===== src/rtl/mpcs_pkg.sv =====
// Shared types and constants for the maximin palette color select unit.
`default_nettype none

package mpcs_pkg;

  // Widths of one color and of one squared distance
  localparam int unsigned COLOR_W = 24;
  localparam int unsigned CHAN_W  = 8;
  localparam int unsigned SQ_W    = 16;
  localparam int unsigned DIST_W  = 18;

  // Operation codes carried on s_tuser
  localparam logic [1:0] OP_ADD_PALETTE = 2'd0;
  localparam logic [1:0] OP_ADD_IN_USE  = 2'd1;
  localparam logic [1:0] OP_CHOOSE      = 2'd2;

  // Distance reported when no in-use colors are held
  localparam logic [DIST_W-1:0] DIST_NONE = '1;
  // Largest distance two 8-bit RGB colors can have (3 * 255 * 255)
  localparam logic [DIST_W-1:0] DIST_MAX  = 18'd195075;

  // Per-pair tag that travels alongside the distance pipeline
  typedef struct packed {
    logic valid;       // a palette / in-use pair is in this stage
    logic first;       // first in-use color of a palette row
    logic last;        // last in-use color of a palette row
    logic final_pair;  // last pair of the whole search
    logic no_use;      // in-use store empty: distance is DIST_NONE
  } pair_tag_t;

endpackage

`default_nettype wire


===== src/rtl/mpcs_dist.sv =====
// Squared RGB distance unit: registered channel squares, then one 3-way sum.
`default_nettype none

module mpcs_dist (
  input  wire logic                          clk,
  input  wire logic                          rst,
  input  wire mpcs_pkg::pair_tag_t           in_tag,
  input  wire logic [mpcs_pkg::COLOR_W-1:0]  pal_color,
  input  wire logic [mpcs_pkg::COLOR_W-1:0]  use_color,
  output mpcs_pkg::pair_tag_t                out_tag,
  output logic [mpcs_pkg::COLOR_W-1:0]       out_pal,
  output logic [mpcs_pkg::DIST_W-1:0]        sq_sum
);

  logic [mpcs_pkg::SQ_W-1:0] sq_next [3];
  logic [mpcs_pkg::SQ_W-1:0] sq      [3];

  // Absolute channel difference and its square
  always_comb begin
    logic [mpcs_pkg::CHAN_W-1:0] x;
    logic [mpcs_pkg::CHAN_W-1:0] y;
    logic [mpcs_pkg::CHAN_W-1:0] d;
    for (int c = 0; c < 3; c++) begin
      x = pal_color[c*mpcs_pkg::CHAN_W +: mpcs_pkg::CHAN_W];
      y = use_color[c*mpcs_pkg::CHAN_W +: mpcs_pkg::CHAN_W];
      d = (x > y) ? (x - y) : (y - x);
      sq_next[c] = mpcs_pkg::SQ_W'(d) * mpcs_pkg::SQ_W'(d);
    end
  end

  // Square register stage with its tag
  always_ff @(posedge clk) begin
    if (rst) begin
      out_tag <= '0;
    end else begin
      out_tag <= in_tag;
    end
    sq      <= sq_next;
    out_pal <= pal_color;
  end

  // Sum of the three squares
  assign sq_sum = mpcs_pkg::DIST_W'(sq[0]) + mpcs_pkg::DIST_W'(sq[1])
                + mpcs_pkg::DIST_W'(sq[2]);

endmodule

`default_nettype wire


===== src/rtl/maximin_palette_color_select_unit.sv =====
// Maximin palette color select: top level with color stores and search sequencer.
//
//  channel | dir | tdata (low bit up)                               | tuser
//  s_*     | in  | red[7:0] green[15:8] blue[23:16]                 | op[1:0]
//  m_*     | out | chosen_red[7:0] chosen_green[15:8]               | found[0]
//          |     | chosen_blue[23:16] min_distance[41:24]           |
//          |     | overflowed[42], zero pad [47:43]                 |
//
// Color loads are taken back to back.
// A choose holds the input until its result is registered. The search walks
// each palette color against every in-use color (one pair when none are
// held), one pair per cycle through the single distance unit, behind the
// registered store reads; an empty palette is answered without a search.
// Reset clears the counts, the overflow flag and the output valid flag; the
// stores themselves are not cleared.
// A pending output does not block loads; a choose waits to start its search
// until the output register is free.
`default_nettype none

module maximin_palette_color_select_unit #(
  parameter int unsigned PALETTE_DEPTH = 64,
  parameter int unsigned IN_USE_DEPTH  = 64
) (
  input  wire logic        clk,
  input  wire logic        rst,
  input  wire logic        s_tvalid,
  output logic             s_tready,
  input  wire logic [23:0] s_tdata,   // red[7:0] green[15:8] blue[23:16]
  input  wire logic [1:0]  s_tuser,   // op[1:0]
  output logic             m_tvalid,
  input  wire logic        m_tready,
  output logic [47:0]      m_tdata,   // chosen_red, chosen_green, chosen_blue,
                                      // min_distance[41:24], overflowed[42]
  output logic             m_tuser    // found[0]
);

  localparam int unsigned PCW = $clog2(PALETTE_DEPTH + 1);
  localparam int unsigned UCW = $clog2(IN_USE_DEPTH + 1);
  localparam int unsigned PAW = (PALETTE_DEPTH > 1) ? $clog2(PALETTE_DEPTH) : 1;
  localparam int unsigned UAW = (IN_USE_DEPTH > 1) ? $clog2(IN_USE_DEPTH) : 1;

  localparam int unsigned CW = mpcs_pkg::COLOR_W;
  localparam int unsigned DW = mpcs_pkg::DIST_W;

  typedef enum logic [1:0] {
    IDLE,
    START,
    RUN,
    DRAIN
  } state_t;

  state_t state;

  // Color stores
  logic [CW-1:0] pal_mem [PALETTE_DEPTH];
  logic [CW-1:0] use_mem [IN_USE_DEPTH];
  logic [CW-1:0] pal_q;
  logic [CW-1:0] use_q;

  logic [PCW-1:0] pal_cnt;
  logic [UCW-1:0] use_cnt;
  logic           ovf;

  logic [PAW-1:0] p_idx;
  logic [UAW-1:0] a_idx;

  // Output register
  logic           out_valid;
  logic [CW-1:0]  out_color;
  logic [DW-1:0]  out_dist;
  logic           out_found;
  logic           out_ovf;

  // Running search results
  logic           have;
  logic [CW-1:0]  lead_color;
  logic [DW-1:0]  best_dist;
  logic [DW-1:0]  row_min_q;

  logic in_xfer;
  logic out_xfer;
  logic pal_room;
  logic use_room;
  logic out_free;

  assign in_xfer  = s_tvalid && s_tready;
  assign out_xfer = m_tvalid && m_tready;
  assign s_tready = (state == IDLE);
  assign pal_room = (pal_cnt < PCW'(PALETTE_DEPTH));
  assign use_room = (use_cnt < UCW'(IN_USE_DEPTH));
  assign out_free = !out_valid || m_tready;

  // Last indices of the walk
  logic [PCW-1:0] pal_m1;
  logic [UCW-1:0] use_m1;
  logic [PAW-1:0] p_last;
  logic [UAW-1:0] a_last;

  assign pal_m1 = pal_cnt - PCW'(1);
  assign use_m1 = use_cnt - UCW'(1);
  assign p_last = pal_m1[PAW-1:0];
  assign a_last = (use_cnt == '0) ? '0 : use_m1[UAW-1:0];

  // Issue-stage tag
  mpcs_pkg::pair_tag_t tag0;
  mpcs_pkg::pair_tag_t tag1;
  mpcs_pkg::pair_tag_t tag2;

  always_comb begin
    tag0.valid      = (state == RUN);
    tag0.first      = (a_idx == '0);
    tag0.last       = (a_idx == a_last);
    tag0.final_pair = (a_idx == a_last) && (p_idx == p_last);
    tag0.no_use     = (use_cnt == '0);
  end

  // Store writes and registered reads
  always_ff @(posedge clk) begin
    if (in_xfer && (s_tuser == mpcs_pkg::OP_ADD_PALETTE) && pal_room) begin
      pal_mem[pal_cnt[PAW-1:0]] <= s_tdata;
    end
    if (in_xfer && (s_tuser == mpcs_pkg::OP_ADD_IN_USE) && use_room) begin
      use_mem[use_cnt[UAW-1:0]] <= s_tdata;
    end
    pal_q <= pal_mem[p_idx];
    use_q <= use_mem[a_idx];
  end

  // Tag aligned with the read data
  always_ff @(posedge clk) begin
    if (rst) begin
      tag1 <= '0;
    end else begin
      tag1 <= tag0;
    end
  end

  // Shared distance unit
  logic [CW-1:0] pal2;
  logic [DW-1:0] dist2;

  mpcs_dist u_dist (
    .clk       (clk),
    .rst       (rst),
    .in_tag    (tag1),
    .pal_color (pal_q),
    .use_color (use_q),
    .out_tag   (tag2),
    .out_pal   (pal2),
    .sq_sum    (dist2)
  );

  // Row minimum and maximin compare
  logic [DW-1:0] d_eff;
  logic [DW-1:0] row_min;
  logic          take;
  logic [CW-1:0] lead_color_eff;
  logic [DW-1:0] best_dist_eff;

  always_comb begin
    d_eff          = tag2.no_use ? mpcs_pkg::DIST_NONE : dist2;
    row_min        = (tag2.first || (d_eff < row_min_q)) ? d_eff : row_min_q;
    take           = tag2.valid && tag2.last && (!have || (row_min > best_dist));
    lead_color_eff = take ? pal2 : lead_color;
    best_dist_eff  = take ? row_min : best_dist;
  end

  always_ff @(posedge clk) begin
    if (tag2.valid) begin
      row_min_q <= row_min;
    end
    if (take) begin
      lead_color <= pal2;
      best_dist  <= row_min;
    end
  end

  // Sequencer, counts and output register
  always_ff @(posedge clk) begin
    if (rst) begin
      state     <= IDLE;
      pal_cnt   <= '0;
      use_cnt   <= '0;
      ovf       <= 1'b0;
      have      <= 1'b0;
      out_valid <= 1'b0;
      p_idx     <= '0;
      a_idx     <= '0;
    end else begin
      if (out_xfer) begin
        out_valid <= 1'b0;
      end
      if (take) begin
        have <= 1'b1;
      end
      unique case (state)
        IDLE: begin
          if (in_xfer) begin
            unique case (s_tuser)
              mpcs_pkg::OP_ADD_PALETTE: begin
                if (pal_room) begin
                  pal_cnt <= pal_cnt + PCW'(1);
                end else begin
                  ovf <= 1'b1;
                end
              end
              mpcs_pkg::OP_ADD_IN_USE: begin
                if (use_room) begin
                  use_cnt <= use_cnt + UCW'(1);
                end else begin
                  ovf <= 1'b1;
                end
              end
              mpcs_pkg::OP_CHOOSE: begin
                state <= START;
              end
              default: begin
              end
            endcase
          end
        end
        START: begin
          if (out_free) begin
            if (pal_cnt == '0) begin
              // empty palette: answer at once
              out_valid <= 1'b1;
              out_color <= '0;
              out_dist  <= '0;
              out_found <= 1'b0;
              out_ovf   <= ovf;
              use_cnt   <= '0;
              ovf       <= 1'b0;
              state     <= IDLE;
            end else begin
              have  <= 1'b0;
              p_idx <= '0;
              a_idx <= '0;
              state <= RUN;
            end
          end
        end
        RUN: begin
          if (tag0.last) begin
            a_idx <= '0;
            if (tag0.final_pair) begin
              state <= DRAIN;
            end else begin
              p_idx <= p_idx + PAW'(1);
            end
          end else begin
            a_idx <= a_idx + UAW'(1);
          end
        end
        DRAIN: begin
          if (tag2.valid && tag2.final_pair) begin
            out_valid <= 1'b1;
            out_color <= lead_color_eff;
            out_dist  <= best_dist_eff;
            out_found <= 1'b1;
            out_ovf   <= ovf;
            pal_cnt   <= '0;
            use_cnt   <= '0;
            ovf       <= 1'b0;
            p_idx     <= '0;
            state     <= IDLE;
          end
        end
      endcase
    end
  end

  assign m_tvalid = out_valid;
  assign m_tdata  = {5'b0, out_ovf, out_dist, out_color};
  assign m_tuser  = out_found;

endmodule

`default_nettype wire


===== config.mk =====
export PLATFORM = sky130hd
export DESIGN_NAME = maximin_palette_color_select_unit
export DESIGN_NICKNAME = d
export VERILOG_FILES = /design/src/rtl/mpcs_pkg.sv /design/src/rtl/mpcs_dist.sv /design/src/rtl/maximin_palette_color_select_unit.sv
export SDC_FILE = /design/constraint.sdc
export NUM_CORES = 2
export LEC_CHECK = 0
export BUFFER_PORTS_ARGS = -buffer_cell sky130_fd_sc_hd__buf_2
export CAP_MARGIN = 20
export CORE_MARGIN = 5
export CORE_UTILIZATION = 40
export CTS_CLUSTER_SIZE = 25
export DETAILED_ROUTE_END_ITERATION = 8
export HOLD_SLACK_MARGIN = 0.02
export PLACE_DENSITY_LB_ADDON = 0.2
export SYNTH_ARGS = -nofsm -noshare
export SYNTH_HDL_FRONTEND = slang
export SYNTH_SLANG_ARGS = --single-unit
export TNS_END_PERCENT = 20

===== constraint.sdc =====
create_clock -name clk -period 8 [get_ports clk]
set_input_delay 1.6 -clock clk [delete_from_list [all_inputs] [get_ports clk]]
set_output_delay 1.6 -clock clk [all_outputs]
set_load 0.1 [all_outputs]

After elaboration in Yosys (flattened, before gate mapping)

Memory sizes are Yosys's and may differ from the RTL's. A register that Yosys moved wholly into a read port is not among the register bits.
Index checks and enable logic that the tools add are counted.

Register bits after elaboration: 217
Latch bits: 0
Memory bits (writable): 3072
ROM bits: 0
Input port bits: 30
Logic and storage cells: 181
Memories kept: 2

$add $sub $neg: 14
Multiply operators: 3
Div/mod/pow operators: 0
Order comparisons: 7
Eq/ne operators: 23
Shift-type cells: 0
Muxes and demuxes: 70
Bitwise gates (word level): 1
Reductions and logical operators: 32

Memories:

| name    | depth | bits a word | rd ports | clocked after Yosys merged registers in | write ports | line                                    | source |
|---|---|---|---|---|---|---|---|
| pal_mem | 64    | 24          | 1        | 1                                       | 1           | maximin_palette_color_select_unit.sv:55 | `logic [CW-1:0] pal_mem [PALETTE_DEPTH];` |
| use_mem | 64    | 24          | 1        | 1                                       | 1           | maximin_palette_color_select_unit.sv:56 | `logic [CW-1:0] use_mem [IN_USE_DEPTH];` |

Operator list:

| cell                  | number |
|---|---|
| $mux W18              | 6 |
| $mux W24              | 4 |
| $mux W7               | 9 |
| $mul A8 B8 Y16        | 3 |
| $pmux W24 S2          | 1 |
| $sub A8 B8 Y8         | 6 |
| $mux W6               | 7 |
| $pmux W18 S2          | 1 |
| $gt A8 B8 Y1          | 3 |
| $mux W8               | 3 |
| $mux W1               | 22 |
| $pmux W7 S3           | 1 |
| $add A18 B16 Y18      | 1 |
| $gt A18 B18 Y1        | 1 |
| $lt A18 B18 Y1        | 1 |
| $pmux W6 S3           | 1 |
| $add A16 B16 Y17      | 1 |
| $add A7 B1 Y7 const B | 2 |
| $logic_not A7 Y1      | 2 |
| $lt A7 B7 Y1 const B  | 2 |
| $mux W2               | 7 |
| $ne A2 B2 Y1 const B  | 7 |
| $pmux W7 S2           | 1 |
| $add A6 B1 Y6 const B | 2 |
| 24 further kinds      | 56 |

Depth between registers and ports, before layout

Depth after elaboration: 13
Mapped depth: 36
Depth with buffers taken out: 33

Hierarchy

Synthesis repeated with hierarchy kept, for this count alone.

Cells, all modules: 6351
Area total of the unflattened synthesis: 134370.1 sq um

Modules (own cells, without submodules):

| module                            | times used | cells each | area an instance (sq um) |
|---|---|---|---|
| maximin_palette_color_select_unit | 1          | 5349       | 125052.4 |
| mpcs_dist                         | 1          | 1002       | 9317.7 |

Least setup slack after synthesis

OpenSTA, ideal clock, no wires.

Kind: register -> register
Start point: register u_dist.sq[19] (netlist bit)
End point: register out_color[10] (data pin)
Setup time: 0.255 ns
Data arrival time: 7.467 ns
Required time: 7.745 ns
Setup slack: 0.278 ns
Cell stages (with the launch flop): 35
Path buffers: 2
Period minus slack after synthesis: 7.722 ns
Cell sequence: dfxtp_1 > ha_1 > a21oi_1 > o21bai_1 > a2111oi_0 > o31ai_1 > a21oi_1 > xnor2_1 > ha_1 > a21o_1 > a21oi_1 > o21ai_0 > a221oi_1 > xnor2_1 > nor2_1 > inv_1 > ha_1 > a21o_1 > a21o_1 > a21oi_1 > and3b_1 > o21a_1 > nor2_1 > clkbuf_1 > a21boi_0 > ha_1 > a21o_1 > a21oi_1 > a21boi_0 > o21ai_0 > a31oi_1 > o31ai_1 > clkbuf_1 > mux2_2 > and2_1

Longest elaborated chain between the ends: 12

RTL lines:

| what                    | line                                     | source |
|---|---|---|
| from (decl)             | mpcs_dist.sv:16                          | `logic [mpcs_pkg::SQ_W-1:0] sq [3];` |
| from (signal assigned)  | mpcs_dist.sv:38                          | `sq <= sq_next;` |
| $add A16 B16 Y17 (*)    | mpcs_dist.sv:43                          | `assign sq_sum = mpcs_pkg::DIST_W'(sq[0]) + mpcs_pkg::DIST_W'(sq[1])` |
| $add A18 B16 Y18 (*)    | mpcs_dist.sv:44                          | `+ mpcs_pkg::DIST_W'(sq[2]);` |
| $mux W18 (*)            | maximin_palette_color_select_unit.sv:161 | `d_eff = tag2.no_use ? mpcs_pkg::DIST_NONE : dist2;` |
| $lt A18 B18 Y1          | maximin_palette_color_select_unit.sv:162 | `row_min = (tag2.first \|\| (d_eff < row_min_q)) ? d_eff : row_min_q;` |
| $logic_or A1 B1 Y1      | maximin_palette_color_select_unit.sv:162 |  |
| $mux W18 (*)            | maximin_palette_color_select_unit.sv:162 |  |
| net row_min[3]          | maximin_palette_color_select_unit.sv:155 | `logic [DW-1:0] row_min;` |
| $gt A18 B18 Y1 (*)      | maximin_palette_color_select_unit.sv:163 | `take = tag2.valid && tag2.last && (!have \|\| (row_min > best_dist));` |
| $logic_or A1 B1 Y1 (*)  | maximin_palette_color_select_unit.sv:163 |  |
| $logic_and A1 B1 Y1 (*) | maximin_palette_color_select_unit.sv:163 |  |
| $mux W24 (*)            | -                                        |  |
| net lead_color_eff[10]  | maximin_palette_color_select_unit.sv:157 | `logic [CW-1:0] lead_color_eff;` |
| $mux W24 (*)            | maximin_palette_color_select_unit.sv:255 | `if (tag2.valid && tag2.final_pair) begin` |
| $pmux W24 S2 (*)        | maximin_palette_color_select_unit.sv:196 | `unique case (state)` |
| to (signal assigned)    | maximin_palette_color_select_unit.sv:257 | `out_color <= lead_color_eff;` |
| to (decl)               | maximin_palette_color_select_unit.sv:69  | `logic [CW-1:0] out_color;` |

Mark *: on every way through the listed nets, which the timed path passes. The rest lies on a longest branch. The select of a mux whose other input is x is not followed.
A chain may end at the register's enable or synchronous reset.

Worst setup path after layout

Start point: register u_dist.sq[19] (netlist bit)
End point: register out_color[4] (data pin)

Same word-level chain as after synthesis.

==> impl_metrics.csv <==
group,metric,value,unit
detailed_routing,routedWlPerCell,31.1,um
synth,synth_top_area_frac,0.699,
synth,ys_ff_latch,3334,
cells_and_area,finalNonFillerCells,11400,
die,core,336000,um2
detailed_routing,via_per_inst,5.72,
clock_network,cts-root-buf,"clkbuf_16",
die,chipHeight,590,um
cells_and_area,fill_cells,28000,
clock_network,htree_num_levels,5,
synth,synth_area,135000,um2
worst_setup_path,max_stage_delay,420,ps
global_routing,gr-total-overflow,0,
synth,yosys_warnings,0,
sta,fin_hold_ws,369,ps
outcome,status,"complete, no violations",
synth,synth.area.top_cells,"edfxtp_1, mux4_2, dfxtp_1",
sta,timing.final.crit_share,0.945,
clock_network,clk_pin_slew,60,ps
synth,syn-instance-count,6411,
worst_setup_path,worst_ep_arrival_time,8190,ps
global_routing,grt_max_degree,132,
worst_setup_path,end_kind,"flip-flop",
die,ioPinCount,81,
detailed_routing,antenna_left,0,
cells_and_area,drive_gt1_frac,0.283,
sta,drv_slew,0,
cells_and_area,syn_to_final_growth,14.0,%
worst_setup_path,path_max_fanout,12,
synth,yosys.area.top_type,"edfxtp_1",
sta,finalSetupTns,0,ps
worst_setup_path,crit_required,8630,ps
synth,syn-mean-instance-area,21.0,um2
sta,max_slew_margin,0.224,
clock_network,tritoncts,"built",
global_routing,grt_pass1_wl,504000,um
die,num_rows,213,
placement,dpl.hpwl,205000,um
detailed_routing,route.detailed.drc,0,
clock_network,numCtsBuffers,348,
die,die_w,590,um
sta,setup_viol,0,
cells_and_area,final_util,0.457,
synth,synth_edf_count,3134,
global_routing,grt_pass1_vias,67700,
detailed_routing,drt_iter0_markers,6861,
synth,synthDistinctLibCells,98,
power,p_per_area,282,nW/um2
clock_network,clockBufferDepth,4,
global_routing,track_usage,0.201,
die,die-area,348000,um2
sta,worst_pin_slew,1160,ps
sta,fmax,132,MHz
worst_setup_path,critPathKind,"reg -> reg",
worst_setup_path,crit_slowest_cell,"o31ai_4",
run,drv_cap,0,
sta,finalHoldViolCount,0,
synth,ys.flop_type,"edfxtp_1",
power,peakVddDrop,0.000333,V
global_routing,antenna_found_initial,26,
detailed_routing,drt_wl_total,355000,um
placement,port_buffers,75,
synth,synthArstFlopShare,0,
clock_network,clk_latency,890,ps
detailed_routing,drt_first_pass_iters,5,
clock_network,cts_hold_buf,0,
power,power,43300,uW
synth,seq_area_frac_synth,0.729,
cells_and_area,finalNetCount,7064,
die,initial_utilization,0.401,
placement,place_inst,10800,
worst_setup_path,crit_path_start_kind,"flip-flop",
power,power_leakage,0.0482,uW
placement,place.gp.congestion,0.842,
detailed_routing,vias,65400,
clock_network,cts_sinks,3334,
sta,finClkSkew,60.4,ps
sta,min_period,7560,ps
hold_path,worstHoldPathType,"reg -> reg",
## layout make-up
| type | instances | area [um2] | share of cell area |
|---|---|---|---|
| Antenna cell | 14 | 35.0 | 0.000228 |
| Clock buffer | 439 | 9300 | 0.0606 |
| Clock inverter | 188 | 1630 | 0.0106 |
| Inverter | 248 | 931 | 0.00606 |
| Multi-Input combinational cell | 2529 | 35400 | 0.230 |
| Sequential cell | 3334 | 98100 | 0.639 |
| Tap cell | 4407 | 5510 | 0.0359 |
| Timing Repair Buffer | 277 | 2590 | 0.0169 |
## stage by stage
stage | setup WS (ps) | cell area [um2]
after floorplan | 278 | 135000
after detailed placement | 32.3 | 142000
after global routing | -61.5 | 153000
after global placement | -58.4 | 142000
final | 439 | 154000
after CTS | 218 | 153000
## synth_stat cells (all sizes together) (6+ instances only)
cell and number:
edfxtp 3134, mux4 1003, nor2 284, inv 247, ha 214, clkbuf 205, dfxtp 200, a21oi 104
nand2 102, buf 99, fa 82, xnor2 57, nand3 51, xor2 49, o21ai 43, and2 42
nor3 42, a21o 39, mux2 32, nor2b 32, o21bai 25, nand4 24, or3 23, a31oi 21
nand2b 21, o211ai 20, o21a 20, mux2i 19, and3 18, or2 18, o31ai 12, a211oi 11
nor4 8, a2111oi 7, and4 7, or4 7, a211o 6, a21boi 6
## layout by cell type, fill, tap and decap left out, types with 24 or more instances in the layout
cell type and n:
clkinv_1 75, o21ai_0 39, a21oi_1 101, nand4_1 24, fa_1 82, nand3_1 50
clkinv_2 62, inv_1 247, xor2_1 49, clkbuf_1 76, nor2_1 159, a21o_1 38
edfxtp_1 3134, dfxtp_1 189, and2_1 41, ha_1 214, mux4_2 1003, clkbuf_16 359
o21bai_1 25, xnor2_1 57, nor2b_1 32, nand2_1 102, buf_4 182, buf_12 31
buf_2 51, mux2_2 31, bufinv_16 25, nor3_1 36, nor2_4 117
## flip-flops by register name, summed over array words and instances (netlist names), 7 cells and up
signal	flops
use_cnt	7
best_dist	18
out_color	24
use_mem	1536
out_dist	18
lead_color	24
pal_q	24
u_dist.out_pal	24
use_q	24
u_dist.sq	45
pal_cnt	7
row_min_q	18
pal_mem	1536
## logic make-up after synthesis
logic type / after synthesis / share of synthesized area
DFF: 3334 / 0.729
muxes: 1054 / 0.172
and+or+nand+nor: 707 / 0.0259
buffers and inverters: 552 / 0.0158
AOI/OAI and AO/OA: 360 / 0.0183
adders and majority gates: 296 / 0.0321
xor gates and xnor gates: 107 / 0.00706
other: 1 / 0.0000279
## critical path: cells and delay by family, from the launching register on
family	cells	cell delay, ps
compound gates	19	3880
xor+xnor	2	310
fa+ha+maj	4	1150
buf+inv	4	680
flops	1	300
mux	1	350
simple gates	5	640
## report_power, final
part	internal (uW)	switching (uW)
Combinational	3420	4750
Sequential	19400	90.2
Clock	9040	6640
## repair_timing
action                                  CTS  global route
gates cloned                              0             2
endpoints found under the hold margin     0             0
endpoints found under the setup margin   10            64
pin swaps                                 0             2
buffers inserted                          0             3
resized for setup                         1            14
## routing by layer
layer | part of all wire | up-vias | global-route usage | routed length, um
met5 | 0.000070 | - | 0 | 25
met4 | 0.024 | 4 | 0.0500 | 8360
li1 | - | 27000 | - | -
met1 | 0.42 | 35700 | 0.284 | 149000
met3 | 0.062 | 456 | 0.0280 | 22000
met2 | 0.49 | 2199 | 0.333 | 176000
## final timing paths
path | start | to | slack, ps | cells past startpoint
worst max-delay path | u_dist.sq[19] | out_color[4] | 440 | 35
worst min-delay path | pal_q[23] | u_dist.out_pal[23] | 370 | 0
worst max register to register | u_dist.sq[19] | out_color[4] | 440 | 35
worst min register to register | pal_q[23] | u_dist.out_pal[23] | 370 | 0
Power figures use the tool's default switching activity.
